===== src/hw/rtl/wled_pkg.sv =====
package wled_pkg;

    localparam int MAX_COLS    = 1024;
    localparam int MAX_ROWS    = 1024;
    localparam int HEIGHT_BITS = 16;

    localparam int COL_BITS    = $clog2(MAX_COLS);
    localparam int ROW_BITS    = $clog2(MAX_ROWS);
    localparam int CFG_BITS    = 11;
    localparam int CFG_IDX_BITS = 1;
    localparam int COUNT_BITS  = 20;
    localparam int WIN_TAPS    = 9;
    localparam int CENTER_TAP  = 4;

    localparam logic [COUNT_BITS-1:0] COUNT_MAX = {COUNT_BITS{1'b1}};

    // register indexes
    localparam logic [CFG_IDX_BITS-1:0] REG_FRAME_ROWS = 1'b0;
    localparam logic [CFG_IDX_BITS-1:0] REG_FRAME_COLS = 1'b1;

    typedef logic signed [HEIGHT_BITS-1:0] height_t;

    typedef enum logic [1:0] {
        CLASS_NONE   = 2'd0,
        CLASS_PEAK   = 2'd1,
        CLASS_VALLEY = 2'd2
    } point_class_t;

    typedef struct packed {
        logic peak;
        logic valley;
    } class_flags_t;

    // packed result, first field in the high bits, center_row in the low bits
    typedef struct packed {
        logic [COUNT_BITS-1:0] valley_total;
        logic [COUNT_BITS-1:0] peak_total;
        point_class_t          point_class;
        logic [COL_BITS-1:0]   center_col;
        logic [ROW_BITS-1:0]   center_row;
    } result_t;

    localparam int RESULT_BITS = $bits(result_t);
    localparam int OUT_BYTES   = (RESULT_BITS + 7) / 8;
    localparam int OUT_BITS    = OUT_BYTES * 8;
    localparam int IN_BITS     = ((HEIGHT_BITS + 7) / 8) * 8;

    // last index (dimension - 1) after clamping the raw value to 3..max_dim
    function automatic logic [CFG_BITS+1:0] dim_last(input logic [CFG_BITS-1:0] v,
                                                      input logic [CFG_BITS+1:0] max_dim);
        logic [CFG_BITS+1:0] ext;
        ext = {2'b00, v};
        if (ext < 13'd3)
            dim_last = 13'd2;
        else if (ext > max_dim)
            dim_last = max_dim - 13'd1;
        else
            dim_last = ext - 13'd1;
    endfunction

endpackage


===== src/hw/rtl/wled_classify.sv =====
module wled_classify (
    input  wled_pkg::height_t      win [wled_pkg::WIN_TAPS],
    output wled_pkg::class_flags_t flags
);
    import wled_pkg::*;

    always_comb
    begin
        flags.peak   = 1'b1;
        flags.valley = 1'b1;
        for (int k = 0; k < WIN_TAPS; k++)
        begin
            if (win[k] > win[CENTER_TAP])
                flags.peak = 1'b0;
            if (win[k] < win[CENTER_TAP])
                flags.valley = 1'b0;
        end
    end

endmodule


===== config.mk =====
export PLATFORM = sky130hd
export DESIGN_NAME = wled_classify
export DESIGN_NICKNAME = d
export VERILOG_FILES = /design/src/hw/rtl/wled_pkg.sv /design/src/hw/rtl/wled_classify.sv
export SDC_FILE = /design/constraint.sdc
export NUM_CORES = 1
export LEC_CHECK = 0
export BUFFER_PORTS_ARGS = -buffer_cell sky130_fd_sc_hd__buf_4
export CAP_MARGIN = 25
export CORE_UTILIZATION = 44
export DETAILED_ROUTE_END_ITERATION = 10
export GPL_TIMING_DRIVEN = 1
export PLACE_DENSITY = 0.83
export REMOVE_ABC_BUFFERS = 1
export SLEW_MARGIN = 20
export SYNTH_ARGS = -nofsm -noshare
export SYNTH_HDL_FRONTEND = slang
export SYNTH_SLANG_ARGS = --single-unit

===== constraint.sdc =====
create_clock -name vclk -period 3.08
set_input_delay 0.462 -clock vclk [all_inputs]
set_output_delay 0.462 -clock vclk [all_outputs]
set_load 0.005 [all_outputs]

# Word-level counts from Yosys, hierarchy flattened

Index checks and enable logic that the tools add are counted.

Order comparisons: 18
Mux-type cells: 18

Operators by type and width:

| kind                | number |
|---|---|
| 16-bit > comparator | 9 |
| 16-bit < comparator | 9 |
| 1-bit 2-to-1 mux    | 18 |

Register bits: 0
Output and inout bits: 2

# Logic depth before layout (Yosys ltp)

Depth in word-level cells: 10
Mapped depth: 9
Gate-level depth less buffers: 9

# Least setup slack after synthesis

Ideal clock, no wire load.

Kind: input to output
Start point: input port win[79] in the netlist's numbering
End point: output port flags[0] in the netlist's numbering
Arrival: 2.581 ns
Slack: 0.037 ns
Stages on the path: 9
Cell sequence: inv_1 > ha_1 > nand4_1 > or4_1 > a21oi_1 > or4_1 > mux2i_1 > or4_1 > nor4_2

RTL lines:

| element            | line               | source |
|---|---|---|
| start: declaration | wled_classify.sv:2 | `input wled_pkg::height_t win [wled_pkg::WIN_TAPS],` |
| end: declaration   | wled_classify.sv:3 | `output wled_pkg::class_flags_t flags` |

==> metrics <==
total gr overflow 0; first-pass GRT wire length 19,000 µm; CTS Hold Bufs 0; Comb power frac 100.0%; Cell variety after synth 40; Power Total 0.801 mW; Layout Nets 869; setup TNS -1.09 ns; Final Core Density 82.5%; Worst Max-Slew Pin Slew 0.486 ns; Hold Crit Start win[110]; max-cap violations 0; P per Cell Area 152 nW/µm²; Final Cell Area 5270 µm²; Initial Utilization 45.9%; FILL cells 358; Placed Cells incl. Taps 644; clkbuf count 0; PortBufs 146; Syn-to-layout area delta 79.6%; DRT iter0 DRCs 268; area taken by flip-flops and latches 0 µm²; RSZ-0062 raised after global routing yes; placed cell area 4590 µm²; dpl ws -0.343 ns; Final setup viols 2; CP arrival 3.18 ns; Avg WL per Cell 20.5 µm; min-delay worst type in2out; CP Launch Point win[77]; CP required 2.62 ns; worst hold endpoint flags[1]; Die Ht 83.7 µm; Post-Syn Instances 361; Setup WS post-layout -0.566 ns; CP Class in2out; Via Count 4,199; Clock Power Share 0%; final RePlAce weighted congestion 0.887; vias in the first global route 4,285; Core Rows 29; area of the core 6390 µm²; Pleak 2.61 nW; Hold Fails Final Rpt 0; Slew HR 67.3%; DP HPWL 9320 µm; most used cell, CP buf_6; Final Critical Period 3.65 ns; period utilization 118%; internal power 0.421 mW; switch share 47.5%; Worst Hold Slack 1.66 ns; largest net degree at the start of global routing 9; die area 7000 µm²; multi-input combinational cell area 3220 µm²; Die Wd 83.7 µm; worst hold stages 6; Crit path largest cell delay 0.54 ns; Max rail drop VDD 0.000101 V; Antenna Cells 0; Cell Area, Synth 2930 µm²; Flop pwr share 0%; DRT Wirelength 13,800 µm; Pre-antenna DRT Iters 6; f_max 0.274 GHz; failing checks setup timing; outcome finished with violations; initial antenna violation count 0; sequential cell count 0; io pins 146; cell with the largest stage delay on the worst path or4_1; vias per inst 6.25; critical-path maximum fanout 5; syn_area_per_cell 8.13 µm²; Net Switching 0.380 mW; Slew Viols, Final 0; DRC 0; synthesis warning total 0; Final ANT Viol Nets 0; Seq/Total Area, Yosys 0%; critical path endpoint category output port; CP cell instances buf_6 -> clkinvlp_4 -> buf_6 -> ha_4 -> a21o_1 -> a31oi_1 -> o31ai_4 -> nor3_2 -> mux2i_1 -> or4_1 -> nor4_2 -> buf_4; gr usage total 32.9%; fin cells 672; share of layout cells above drive strength 1 48.9%; Startpoint Class primary input
==> worst max-delay path: cells and delay by family <==
family          cells  cell delay [ns]
compound gates      3             0.76
mux                 1             0.14
fa+ha+maj           1             0.21
buf+inv             4             0.60
simple gates        3             1.00
==> cell usage in the layout (no fill, tap or decap), types with 2 or more instances in the layout <==
master,instances
nand2b_1,3
o21ai_0,5
nand2_1,24
buf_6,8
and4_1,2
ha_1,113
a21boi_0,2
o21bai_1,5
clkinvlp_4,10
nor3_1,3
o21a_1,5
nor4_1,4
o22ai_1,3
buf_4,224
a21oi_1,42
or4_4,2
nand4_1,23
nor2_1,8
a211o_1,2
inv_1,17
a21oi_2,6
o221ai_1,2
nand3_1,7
nor4_2,5
nor4_4,2
o211ai_1,4
nor3_2,2
ha_4,15
buf_12,2
nor2b_1,6
a211oi_1,2
mux2i_1,4
a2111oi_4,2
a21o_1,6
o21ai_1,2
a211oi_2,3
==> how the worst max path moves through the flow <==
stage / to / slack, ns
final: flags[0] / -0.57
after global routing: flags[1] / -0.62
after CTS: flags[0] / -0.33
after detailed placement: flags[0] / -0.34
after global placement: flags[0] / -0.29
after floorplan: flags[0] / 0.04
==> kinds of logic (layout without fill, tap and decap cells) <==
group           after synthesis  in the layout  share of synthesized area [%]
fa+ha+maj                   128            128                           54.6
compound gates              101            101                           21.5
simple gates                 98             98                           18.3
buf+inv                      28            262                           3.58
mux                           5              5                           1.71
xor+xnor                      1              1                          0.299
==> cell usage after synthesis <==
library cell | number | area [µm²]
a2111oi_0 | 3 | 26.3
a211o_1 | 2 | 17.5
a211oi_1 | 5 | 37.5
a21boi_0 | 2 | 15.0
a21boi_1 | 1 | 7.51
a21o_1 | 6 | 45.0
a21oi_1 | 48 | 240
a221o_1 | 1 | 10.0
a22oi_1 | 1 | 7.51
a2bb2oi_1 | 1 | 8.76
a31oi_1 | 1 | 6.26
a32o_1 | 1 | 10.0
and4_1 | 2 | 17.5
ha_1 | 128 | 1600
inv_1 | 28 | 105
mux2i_1 | 5 | 50.1
nand2_1 | 25 | 93.8
nand2b_1 | 3 | 18.8
nand3_1 | 7 | 35.0
nand4_1 | 23 | 144
nand4b_1 | 1 | 8.76
nor2_1 | 8 | 30.0
nor2b_1 | 6 | 37.5
nor3_1 | 5 | 25.0
nor4_1 | 10 | 62.6
nor4_2 | 1 | 12.5
o211ai_1 | 4 | 30.0
o21a_1 | 5 | 37.5
o21ai_0 | 6 | 30.0
o21ai_1 | 1 | 5.00
o21bai_1 | 5 | 37.5
o221ai_1 | 2 | 17.5
o22ai_1 | 4 | 25.0
o2bb2ai_1 | 1 | 8.76
o31ai_1 | 1 | 7.51
or2_1 | 2 | 12.5
or2b_1 | 1 | 7.51
or4_1 | 3 | 22.5
or4b_1 | 1 | 10.0
xnor2_1 | 1 | 8.76
==> power groups by stage <==
stage	registers (mW)	clock network [mW]	logic (mW)
floorplan	0	0	0.306
global placement	0	0	0.594
detailed placement	0	0	0.626
CTS	0	0	0.680
global route	0	0	0.860
finish	0	0	0.801
==> per-layer routing <==
| layer | vias up | routed length (µm) | GRT usage (%) |
|---|---|---|---|
| met2 | 294 | 6670 | 61.3 |
| li1 | 1894 | - | - |
| met4 | 0 | 896 | 13.1 |
| met3 | 95 | 1130 | 4.75 |
| met5 | - | 0 | 0 |
| met1 | 1916 | 5060 | 37.1 |
==> cell type report <==
class | count | share of cell area (%)
timing repair buffer | 234 | 34.4
inverter | 28 | 2.71
tap | 77 | 1.83
multi-input combinational | 333 | 61.1
==> timing repair <==
item | 4_1_cts | 5_1_grt
buffers inserted | 17 | 11
gates resized for setup | 34 | 40
setup endpoints to repair | 2 | 2
pin swaps | 20 | 25
Note: power is estimated with default switching activity, not from simulation.
